File: src/rtl/pwl_pkg.sv
package pwl_pkg;

    // Field widths
    localparam int POS_W       = 17;   // sample_position, Q0.16 with room for 1.0 and above
    localparam int X_W         = 32;   // breakpoint x, unsigned Q16.16
    localparam int Y_W         = 32;   // breakpoint y and curve value, signed Q16.16
    localparam int POINT_W     = X_W + Y_W;
    localparam int COUNT_W     = 3;
    localparam int CFG_INDEX_W = 3;
    localparam int CFG_DATA_W  = POINT_W;

    // |dy| < 2^Y_W and dt < 2^POS_W
    localparam int MAG_W  = Y_W;
    localparam int PROD_W = MAG_W + POS_W;

    localparam int MAX_POINTS_DEF = 7;

    // Register map
    localparam logic [CFG_INDEX_W-1:0] REG_POINT_COUNT = 3'd0;
    localparam logic [CFG_INDEX_W-1:0] REG_POINT_BASE  = 3'd1;

    typedef logic [POS_W-1:0]          pos_t;
    typedef logic [X_W-1:0]            xval_t;
    typedef logic signed [Y_W-1:0]     yval_t;
    typedef logic [COUNT_W-1:0]        count_t;
    typedef logic [CFG_INDEX_W-1:0]    cfg_index_t;
    typedef logic [CFG_DATA_W-1:0]     cfg_data_t;
    typedef logic [MAG_W-1:0]          mag_t;
    typedef logic [PROD_W-1:0]         prod_t;

    // x sits in the upper half of the register, y in the lower half
    typedef struct packed {
        xval_t x;
        yval_t y;
    } point_t;

    // Per-item control that rides alongside the arithmetic
    typedef struct packed {
        logic  found;
        logic  zero_dx;   // value is y0 as is
        logic  neg;       // dy is negative
        yval_t y0;
    } side_t;

endpackage

File: src/rtl/pwl_mul.sv
module pwl_mul (
    input  logic            clk,
    input  logic            rst_n,
    input  logic            advance,
    input  logic            in_valid,
    input  pwl_pkg::side_t  in_side,
    input  pwl_pkg::xval_t  in_dx,
    input  pwl_pkg::pos_t   in_dt,
    input  pwl_pkg::mag_t   in_mag,
    output logic            out_valid,
    output pwl_pkg::side_t  out_side,
    output pwl_pkg::xval_t  out_dx,
    output pwl_pkg::prod_t  out_prod
);
    import pwl_pkg::*;

    logic  valid_reg;
    side_t side_reg;
    xval_t dx_reg;
    prod_t prod_reg;

    always_ff @(posedge clk or negedge rst_n)
    begin
        if (!rst_n)
        begin
            valid_reg <= 1'b0;
        end
        else if (advance)
        begin
            valid_reg <= in_valid;
        end
    end

    // |dy| * dt, a 32 x 17 product
    always_ff @(posedge clk)
    begin
        if (advance)
        begin
            side_reg <= in_side;
            dx_reg   <= in_dx;
            prod_reg <= PROD_W'(in_mag) * PROD_W'(in_dt);
        end
    end

    assign out_valid = valid_reg;
    assign out_side  = side_reg;
    assign out_dx    = dx_reg;
    assign out_prod  = prod_reg;

endmodule

File: config.mk
export PLATFORM = sky130hd
export DESIGN_NAME = pwl_mul
export DESIGN_NICKNAME = d
export VERILOG_FILES = /design/src/rtl/pwl_pkg.sv /design/src/rtl/pwl_mul.sv
export SDC_FILE = /design/constraint.sdc
export NUM_CORES = 1
export LEC_CHECK = 0
export BUFFER_PORTS_ARGS = -buffer_cell sky130_fd_sc_hd__buf_2
export CAP_MARGIN = 0
export CORE_MARGIN = 1.5
export CORE_UTILIZATION = 55
export CTS_CLUSTER_DIAMETER = 40
export DETAILED_ROUTE_END_ITERATION = 7
export PLACE_DENSITY = 0.76
export SETUP_SLACK_MARGIN = 0.05
export SLEW_MARGIN = 20
export SYNTH_ARGS = -nofsm -noshare
export SYNTH_HDL_FRONTEND = slang
export SYNTH_SLANG_ARGS = --single-unit
File: constraint.sdc
create_clock -name clk -period 1.05 [get_ports clk]
set_clock_uncertainty 0.2 [all_clocks]
set_input_delay 0.0525 -clock clk [delete_from_list [all_inputs] [get_ports clk]]
set_output_delay 0.0525 -clock clk [all_outputs]
set_load 0.005 [all_outputs]
==> run metrics <==
status=finished with violations; violated checks=hold timing, setup timing; PortBufs=~240; Placed Cells=approximately 3100; cts hold-fix bufs=70; Chip Width=about 200 um; Finish-stage setup viols=about 160; worst-case reg-to-reg path depth=1; num ports=~240; Routed WL per cell=20.2 um; Syn-to-layout area delta=38.4%; Non-Filler Instances=between 3000 and 4000; most frequent cells in the layout=inv_1 (459), fa_1 (402), nand2_1 (327); Hold Path Stages=2; Initial Util=55.7%; Top FF cell, synth=edfxtp_1; Final Hold Viols=35; WHS Endpoint=out_valid; initial antenna violation count=0; measured slew at the worst slew-check pin=around 430 ps; final core utilization=between 70 and 80%; total CTS buffers=17; critical setup path kind=input port to flop; sequential cell area=approximately 3500 um^2; Nets=approximately 3400; synthesis-stage register bit count=between 100 and 150; first-pass GRT wire length=roughly 100000 um; Chip Height=a little under 200 um; placer's final routability congestion estimate=around 0.92; Crit Reg-Reg Endpoint=out_valid; async set or reset register ratio after synthesis=less than 1%; synthesized net count=roughly 2800; nature of the critical path startpoint=input port; vias per cell=approximately 5.5; fmax=between 150 and 200 MHz; worst path cell trace=buf_12, and2_4, fa_1, inv_1, fa_2, fa_2, fa_1, inv_2, fa_1, inv_2, fa_1, inv_2, ha_4, nand3_4, buf_6, o21ai_4, o211ai_2, buf_4, o31ai_4, a21o_1, a311oi_4, buf_4, a311o_1; Post-synth EDFFs=approximately 120; DR iter-0 viols=roughly 1000; drt first pass iters=5; sequential share of the synthesized area=16.8%; arrival time at the worst endpoint=between 5000 and 6000 ps; Antenna diodes=0; routed wire length=between 60000 and 70000 um; row count=71; critical path fanouts, max=7; synthesized cell area=~21000 um^2; Clk pin slew, worst setup/hold paths=roughly 60 ps; CP max-delay cell=fa_1; R2R Path Start=out_valid; Core Footprint=37600 um^2; vias in the first global route=between 20000 and 25000; worst hold path class=input port to flop; most common cell after layout, fill and taps aside=inv_1; pin count of the biggest net entering global routing=between 40 and 50; GRT Overall Usage=34.2%; H-Tree Depth=4; Tmin final=~5700 ps; fin. max-slew vios=0; Max Buffers Root-to-Sink=2; Synth Instances=~2100; setup repair after global routing missed its margin=true; CP most frequent cell=fa_1; Max-slew headroom=70.7%; distinct cell type count after synthesis=between 60 and 70; share of layout cells above drive strength 1=34.6%; CP max stage delay=between 500 and 600 ps; Multi-input gate area=16500 um^2; dpl hpwl=between 40000 and 50000 um; DR DRC count=0; TritonCTS clock tree=built; die area=39200 um^2; Final WS setup=-4690 ps; final period utilization=547%; setup slack, reg-to-reg=approximately 120 ps; Clock Sink Count=117; synth warn=0; worst skew pair latency=400 ps; vias after detailed routing=between 15000 and 20000; Clock Tree Root=clkbuf_16; Max-Cap Viols=0; worst min-delay path startpoint=advance; Critical Path End Type=flop; hold_ws=-169 ps; Routed Antenna Nets=0; required time worst endpoint=1000 ps; total grt overflow=0; Avg Cell Area, Syn=just under 10 um^2; Filler Cells Inserted=2263
==> cells in the mapped netlist, types with 6 or more instances <==
| cell type | number | area [um^2] |
|---|---|---|
| ha_1 | 123 | 1540 |
| a21oi_1 | 43 | 215 |
| inv_1 | 514 | 1930 |
| o21a_1 | 9 | 67.6 |
| clkbuf_1 | 87 | 327 |
| and2_1 | 216 | 1350 |
| edfxtp_1 | 116 | 3480 |
| fa_1 | 449 | 8990 |
| o21ai_0 | 21 | 105 |
| nand2_1 | 350 | 1310 |
| xnor2_1 | 27 | 236 |
| xor2_1 | 12 | 105 |
| nand4_1 | 10 | 62.6 |
| a21o_1 | 38 | 285 |
| and3_1 | 6 | 37.5 |
| nand3_1 | 15 | 75.1 |
| nor2_1 | 32 | 120 |
==> registers in the layout (all words and copies together) (netlist names) <==
signal / count
out_valid: 1
out_prod: 49
out_side: 35
out_dx: 32
==> worst max-delay path, delay by kind of cell <==
| kind | cells | cell delay (ps) |
|---|---|---|
| buf+inv | 8 | 800 |
| fa+ha+maj | 7 | 3320 |
| compound gates | 6 | 1250 |
| simple gates | 2 | 250 |
==> metal layers <==
metal	GRT usage, %	vias up	wire [um]	share of wire (%)
li1	-	7599	-	-
met1	35.7	9007	21400	32
met3	6.93	344	4670	7.1
met5	0	-	0	0
met2	62.1	906	35100	53
met4	23.0	0	5000	7.6
==> timing repair <==
item	4_1_cts	5_1_grt
hold endpoints to repair	157	39
gates resized for setup	267	155
buffers inserted	42	22
pin swaps	120	112
endpoints found under the setup margin	164	164
gates cloned	9	2
==> stage by stage <==
stage	worst slack (ps)	area (um^2)	setup TNS, ps
floorplan	-4720	21900	-174900
global placement	-5170	25500	-203330
detailed placement	-5330	25500	-207220
CTS	-4560	28200	-193620
global route	-4800	29000	-205870
finish	-4690	29000	-196050
==> worst max path at each step <==
stage          startpoint           end  slack [ps]  cells after the start
5_1_grt         in_mag[7]  out_prod[47]       -4800                     22
3_5_place_dp    in_dt[12]  out_prod[46]       -5330                     21
3_3_place_gp    in_dt[12]  out_prod[46]       -5170                     21
2_1_floorplan    in_dt[6]  out_prod[47]       -4720                     21
4_1_cts          in_dt[5]  out_prod[42]       -4560                     23
6_report        in_mag[7]  out_prod[47]       -4690                     23
==> area by class of cell <==
type                    instances  area share (%)
clock buffers                  17            1.47
inverters                     514            6.67
multi-input cells            1423            57.0
flip-flops and latches        117            12.1
repair buffers                675            19.8
clock inverters                15           0.700
well taps                     511            2.21
==> kinds of logic after synthesis <==
logic type	synth area share, %
and+or+nand+nor	15.1
buffers and inverters	11.1
adders and majority gates	50.3
AOI/OAI and AO/OA	4.97
DFF	16.8
xor gates and xnor gates	1.63
muxes	0.197
Power is left out: the tool's default activity adds up to more than one toggle a clock period on the data nets, which glitch-free logic cannot reach.
