[src/rtl/pwl_pkg.sv]
package pwl_pkg;

    // Field widths
    localparam int POS_W       = 17;   // sample_position, Q0.16 with room for 1.0 and above
    localparam int X_W         = 32;   // breakpoint x, unsigned Q16.16
    localparam int Y_W         = 32;   // breakpoint y and curve value, signed Q16.16
    localparam int POINT_W     = X_W + Y_W;
    localparam int COUNT_W     = 3;
    localparam int CFG_INDEX_W = 3;
    localparam int CFG_DATA_W  = POINT_W;

    // |dy| < 2^Y_W and dt < 2^POS_W
    localparam int MAG_W  = Y_W;
    localparam int PROD_W = MAG_W + POS_W;

    localparam int MAX_POINTS_DEF = 7;

    // Register map
    localparam logic [CFG_INDEX_W-1:0] REG_POINT_COUNT = 3'd0;
    localparam logic [CFG_INDEX_W-1:0] REG_POINT_BASE  = 3'd1;

    typedef logic [POS_W-1:0]          pos_t;
    typedef logic [X_W-1:0]            xval_t;
    typedef logic signed [Y_W-1:0]     yval_t;
    typedef logic [COUNT_W-1:0]        count_t;
    typedef logic [CFG_INDEX_W-1:0]    cfg_index_t;
    typedef logic [CFG_DATA_W-1:0]     cfg_data_t;
    typedef logic [MAG_W-1:0]          mag_t;
    typedef logic [PROD_W-1:0]         prod_t;

    // x sits in the upper half of the register, y in the lower half
    typedef struct packed {
        xval_t x;
        yval_t y;
    } point_t;

    // Per-item control that rides alongside the arithmetic
    typedef struct packed {
        logic  found;
        logic  zero_dx;   // value is y0 as is
        logic  neg;       // dy is negative
        yval_t y0;
    } side_t;

endpackage

[src/rtl/pwl_seg_select.sv]
module pwl_seg_select #(
    parameter int MAX_POINTS = pwl_pkg::MAX_POINTS_DEF
) (
    input  logic             clk,
    input  logic             rst_n,
    input  logic             advance,
    input  logic             in_valid,
    input  pwl_pkg::pos_t    t,
    input  pwl_pkg::count_t  point_count,
    input  pwl_pkg::point_t  points [MAX_POINTS],
    output logic             out_valid,
    output pwl_pkg::side_t   out_side,
    output pwl_pkg::xval_t   out_dx,
    output pwl_pkg::pos_t    out_dt,
    output pwl_pkg::mag_t    out_mag
);
    import pwl_pkg::*;

    localparam int SEGS = MAX_POINTS - 1;

    count_t          n_eff;
    logic [SEGS-1:0] hit;
    logic            pick_found;
    logic            pick_single;
    point_t          pick_p0;
    point_t          pick_p1;

    // Stage A: segment search
    logic   a_valid_reg;
    logic   a_found_reg;
    logic   a_single_reg;
    point_t a_p0_reg;
    point_t a_p1_reg;
    pos_t   a_t_reg;

    // Stage B: differences
    logic              b_valid_reg;
    side_t             b_side_reg;
    xval_t             b_dx_reg;
    pos_t              b_dt_reg;
    mag_t              b_mag_reg;
    xval_t             dx_next;
    logic signed [Y_W:0] dy_next;

    always_comb
    begin
        n_eff = (point_count > COUNT_W'(MAX_POINTS)) ? COUNT_W'(MAX_POINTS) : point_count;
        for (int i = 0; i < SEGS; i++)
        begin
            hit[i] = (n_eff > COUNT_W'(i + 1))
                   && ({15'd0, t} >= points[i].x)
                   && ({15'd0, t} <= points[i + 1].x);
        end
        pick_single = (n_eff == COUNT_W'(1));
        pick_found  = pick_single || (|hit);
        pick_p0     = points[0];
        pick_p1     = points[1];
        // Lowest matching segment wins: walk from the top down
        for (int i = SEGS - 1; i >= 0; i--)
        begin
            if (hit[i])
            begin
                pick_p0 = points[i];
                pick_p1 = points[i + 1];
            end
        end
    end

    always_ff @(posedge clk or negedge rst_n)
    begin
        if (!rst_n)
        begin
            a_valid_reg <= 1'b0;
        end
        else if (advance)
        begin
            a_valid_reg <= in_valid;
        end
    end

    always_ff @(posedge clk)
    begin
        if (advance)
        begin
            a_found_reg  <= pick_found;
            a_single_reg <= pick_single;
            a_p0_reg     <= pick_p0;
            a_p1_reg     <= pick_p1;
            a_t_reg      <= t;
        end
    end

    always_comb
    begin
        dx_next = a_p1_reg.x - a_p0_reg.x;
        dy_next = {a_p1_reg.y[Y_W-1], a_p1_reg.y} - {a_p0_reg.y[Y_W-1], a_p0_reg.y};
    end

    always_ff @(posedge clk or negedge rst_n)
    begin
        if (!rst_n)
        begin
            b_valid_reg <= 1'b0;
        end
        else if (advance)
        begin
            b_valid_reg <= a_valid_reg;
        end
    end

    always_ff @(posedge clk)
    begin
        if (advance)
        begin
            b_side_reg.found   <= a_found_reg;
            b_side_reg.zero_dx <= a_single_reg || (dx_next == '0);
            b_side_reg.neg     <= dy_next[Y_W];
            b_side_reg.y0      <= a_p0_reg.y;
            b_dx_reg           <= dx_next;
            // t >= x0 on a hit, so the low bits carry the whole offset
            b_dt_reg           <= a_t_reg - a_p0_reg.x[POS_W-1:0];
            b_mag_reg          <= dy_next[Y_W] ? MAG_W'(-dy_next) : MAG_W'(dy_next);
        end
    end

    assign out_valid = b_valid_reg;
    assign out_side  = b_side_reg;
    assign out_dx    = b_dx_reg;
    assign out_dt    = b_dt_reg;
    assign out_mag   = b_mag_reg;

endmodule

[config.mk]
export PLATFORM = sky130hd
export DESIGN_NAME = pwl_seg_select
export DESIGN_NICKNAME = d
export VERILOG_FILES = /design/src/rtl/pwl_pkg.sv /design/src/rtl/pwl_seg_select.sv
export SDC_FILE = /design/constraint.sdc
export NUM_CORES = 1
export LEC_CHECK = 0
export BUFFER_PORTS_ARGS = -buffer_cell sky130_fd_sc_hd__buf_2
export CAP_MARGIN = 20
export CORE_AREA = 2 2 228 230
export CTS_BUF_LIST = sky130_fd_sc_hd__clkbuf_16
export CTS_CLUSTER_SIZE = 40
export DETAILED_ROUTE_END_ITERATION = 8
export DIE_AREA = 0 0 230 232
export HOLD_SLACK_MARGIN = 0.03
export MAX_ROUTING_LAYER = met4
export PLACE_DENSITY_LB_ADDON = 0.12
export SYNTH_ARGS = -nofsm -noshare
export SYNTH_HDL_FRONTEND = slang
export SYNTH_SLANG_ARGS = --single-unit
[constraint.sdc]
create_clock -name clk -period 5.6 [get_ports clk]
set_clock_uncertainty 0.05 [all_clocks]
set_input_delay 0 -clock clk [delete_from_list [all_inputs] [get_ports clk]]
set_output_delay 0 -clock clk [all_outputs]
set_load 0.005 [all_outputs]
==> run metrics <==
count of final setup violators=0; met1 GRT Util=47.3%; status=finished clean; Combinational Power Share=31.3%; Slew @ Worst Pin=1.07 ns; layout cell share with drive strength beyond 1=22.0%; Power Density=212 nW/µm²; Die Ht=232 µm; reg2reg end=out_mag[30]; clock share of power=31.1%; CTS tree=built; row count=83; ys async rst share=0.755%; Min Clock Period, post-route=5.35 ns; met2 Use GR=62.8%; Worst setup EP type=register; chip width=230 µm; hold crit path type=in2reg; largest area contributor in the netlist=edfxtp_1; IO Pins=589; RSZ-0062 raised after global routing=no; initial antenna violation count=15; depth of the most critical reg-to-reg path=15; area fraction of the dominant cell type after synthesis=31.6%; total clock sinks=265; Syn Area/Cell=9.21 µm²; H-tree levels=2; Reg clk slew, reported paths=0.06 ns; Routability Congestion=0.992; Layout area overhead=32.4%; net count after synthesis=3387; Worst Path Buf+Inv=5; Mapped Area=25000 µm²; port bufs=588; Seq pwr share=37.6%; sequential-to-total area share from yosys stat=31.8%; largest net degree at the start of global routing=108; Register-to-Register Setup Slack=0.69 ns; global-route wire length before repair=153 mm; Synth cell types=76; # Max-Cap Violations=0; DRC errors left=0; DP HPWL=77.9 mm; crit share post-route=95.5%; global route hottest layer=met2; TNS Setup=0 ns; Fin. Hold Viols=0; CTS Buf Count=34; clk_lat worst skew=0.56 ns; cell internal pwr=0.00468 W; Worst EP arrival=5.72 ns; drt via density=6.04; CP startpoint=t[1]; root buffer cell=clkbuf_16; Peak VDD IR=0.000200 V; clock buffer depth=3; Routed WL=103 mm; slowest cell delay on critical path=0.75 ns; Seq cells post-synth=265; Synth Instances=2713; max-slew violation count=0; Crit Path Category=in2reg; met3 Use GR=6.46%; Slew HR=28.8%; Warnings, synthesis=0; synth top area cells=edfxtp_1 (32%), mux2i_1 (16%), ha_1 (10%); CP required=5.98 ns; cell family contributing the most delay on the critical path=buffers and inverters; First-pass DRT Iterations=5; number of cells on the critical path=17; DIE AREA=53400 µm²; Total Power=0.00702 W; crit-path most repeated cell=o21a_1; GRT Residual Overflow=0; sw power=0.00233 W; fmax=0.187 GHz; post-route ant nets=0; CORE AREA=50900 µm²; vias in the first global route=25400; Post-synth EDFFs=263; routed vias=25800; Synth Flop Type=edfxtp_1; Setup crit start kind=input port; Sw Share=33.2%; critical path cell sequence=dlygate4sd3_1 > buf_2 > ha_1 > nor2b_1 > o21a_1 > o21a_1 > o21a_1 > o21a_1 > o2111ai_1 > a31o_4 > buf_4 > o2111ai_1 > mux2i_1 > mux2i_1 > dlygate4sd3_1 > o21ai_0 > dlygate4sd3_1; Initial Util=49.1%; Avg WL per Cell=24.2 µm; slowest stage cell, crit path=buf_4; hold wc startpoint=points[26]; 1st-iter DRT viols=2295; LEAKAGE=16.6 nW; Total GRT Usage=38.5%; Critical Path Fanout Max=70; NumNets Final=4222; Worst Setup EP=a_p1_reg[39]; Post-CTS Setup Repair Bufs=0; reg2reg start=a_p0_reg[0]
## worst register-to-register path: stages, from the launching register on
cell and delay, ns:
edfxtp_1 0.40, ha_1 0.23, inv_1 0.07, fa_1 0.26, a211oi_2 0.10, o21ai_2 0.27, o311ai_0 0.28, o21ai_0 0.41
a21oi_1 0.20, o21ai_0 0.26, a21oi_1 0.14, a21oi_1 0.80, inv_1 0.63, o31ai_2 0.28, nand2_1 0.13, xor2_1 0.16
## cell usage in the layout, fill, tap and decap left out, drive strengths merged, types with 88 or more instances in the layout
cell,synthesis,routed
o2111ai,117,117
a21o,89,89
buf,33,619
edfxtp,263,263
nor2,167,167
mux2i,407,407
o21ai,262,262
inv,340,345
ha,199,199
a21oi,88,88
dlygate4sd3,0,331
## worst min path at each step
| stage | end | cells past startpoint |
|---|---|---|
| 2_1_floorplan | a_valid_reg | 0 |
| 3_3_place_gp | out_valid | 1 |
| 3_5_place_dp | out_valid | 1 |
| 4_1_cts | a_p1_reg[27] | 5 |
| 5_1_grt | a_p1_reg[26] | 4 |
| 6_report | a_p1_reg[26] | 4 |
## logic make-up (layout without fill, tap and decap cells)
kind of cell | count (synthesis) | count (layout) | share of synthesized area [%]
other | 0 | 14 | 0
buffers and inverters | 491 | 1349 | 7.38
flip-flops | 265 | 265 | 31.8
AND/OR/NAND/NOR | 497 | 497 | 10.0
XOR/XNOR | 91 | 91 | 3.19
AO/OA/AOI/OAI | 710 | 710 | 18.9
multiplexers | 457 | 457 | 18.6
adder cells (fa/ha/maj) | 202 | 202 | 10.2
## through the flow
stage | hold WS (ns) | cell area, µm² | util [%] | cells | worst slack (ns)
2_1_floorplan | -0.346 | 25000 | - | 2713 | 1.27
3_3_place_gp | -0.265 | 28600 | 56.3 | 3859 | 1.02
3_5_place_dp | -0.264 | 28700 | 56.3 | 3860 | 0.831
4_1_cts | 0.0337 | 33000 | 64.9 | 4250 | 0.421
5_1_grt | 0.0466 | 33100 | 65.0 | 4264 | 0.112
6_report | 0.0461 | 33100 | 65.0 | 4265 | 0.254
## layer usage
| layer | part of all wire, % | vias to the layer above | wire [µm] |
|---|---|---|---|
| li1 | - | 11700 | - |
| met3 | 8.3 | 255 | 8600 |
| met5 | 0 | - | 0 |
| met2 | 47 | 1416 | 48400 |
| met1 | 40 | 12400 | 41300 |
| met4 | 4.7 | 0 | 4870 |
## what timing repair did
action	CTS	global route
hold buffers	331	0
gates resized for setup	0	0
endpoints found under the hold margin	215	0
## layout make-up
class	count	area [µm²]
Clock buffer	35	876
Fill cell	4290	17800
Sequential cell	265	7950
Antenna cell	14	35.0
Timing Repair Buffer	950	6630
Clock inverter	24	196
Inverter	340	1280
Tap cell	680	851
Multi-Input combinational cell	1957	15300
## cell usage after synthesis, types with 26 or more instances
library cell,number
buf_1,32
and2_1,26
nand4_1,29
inv_1,340
nor3_1,33
o21ai_0,256
or2_2,41
nand2_1,69
edfxtp_1,263
mux2i_1,407
nor4_1,28
a21oi_1,88
xnor2_1,69
ha_1,199
clkbuf_1,118
a21o_1,88
nand3_1,27
nor2_1,167
o2111ai_1,116
o21a_1,33
mux2_2,50
## power groups by stage
stage | registers, W | logic (W) | clock network (W)
floorplan | 0.00264 | 0.00111 | 0
global placement | 0.00267 | 0.00200 | 0
detailed placement | 0.00267 | 0.00202 | 0
CTS | 0.00264 | 0.00216 | 0.00220
global route | 0.00266 | 0.00238 | 0.00227
finish | 0.00264 | 0.00220 | 0.00218
No activity file was read; power rests on OpenSTA's default activity.
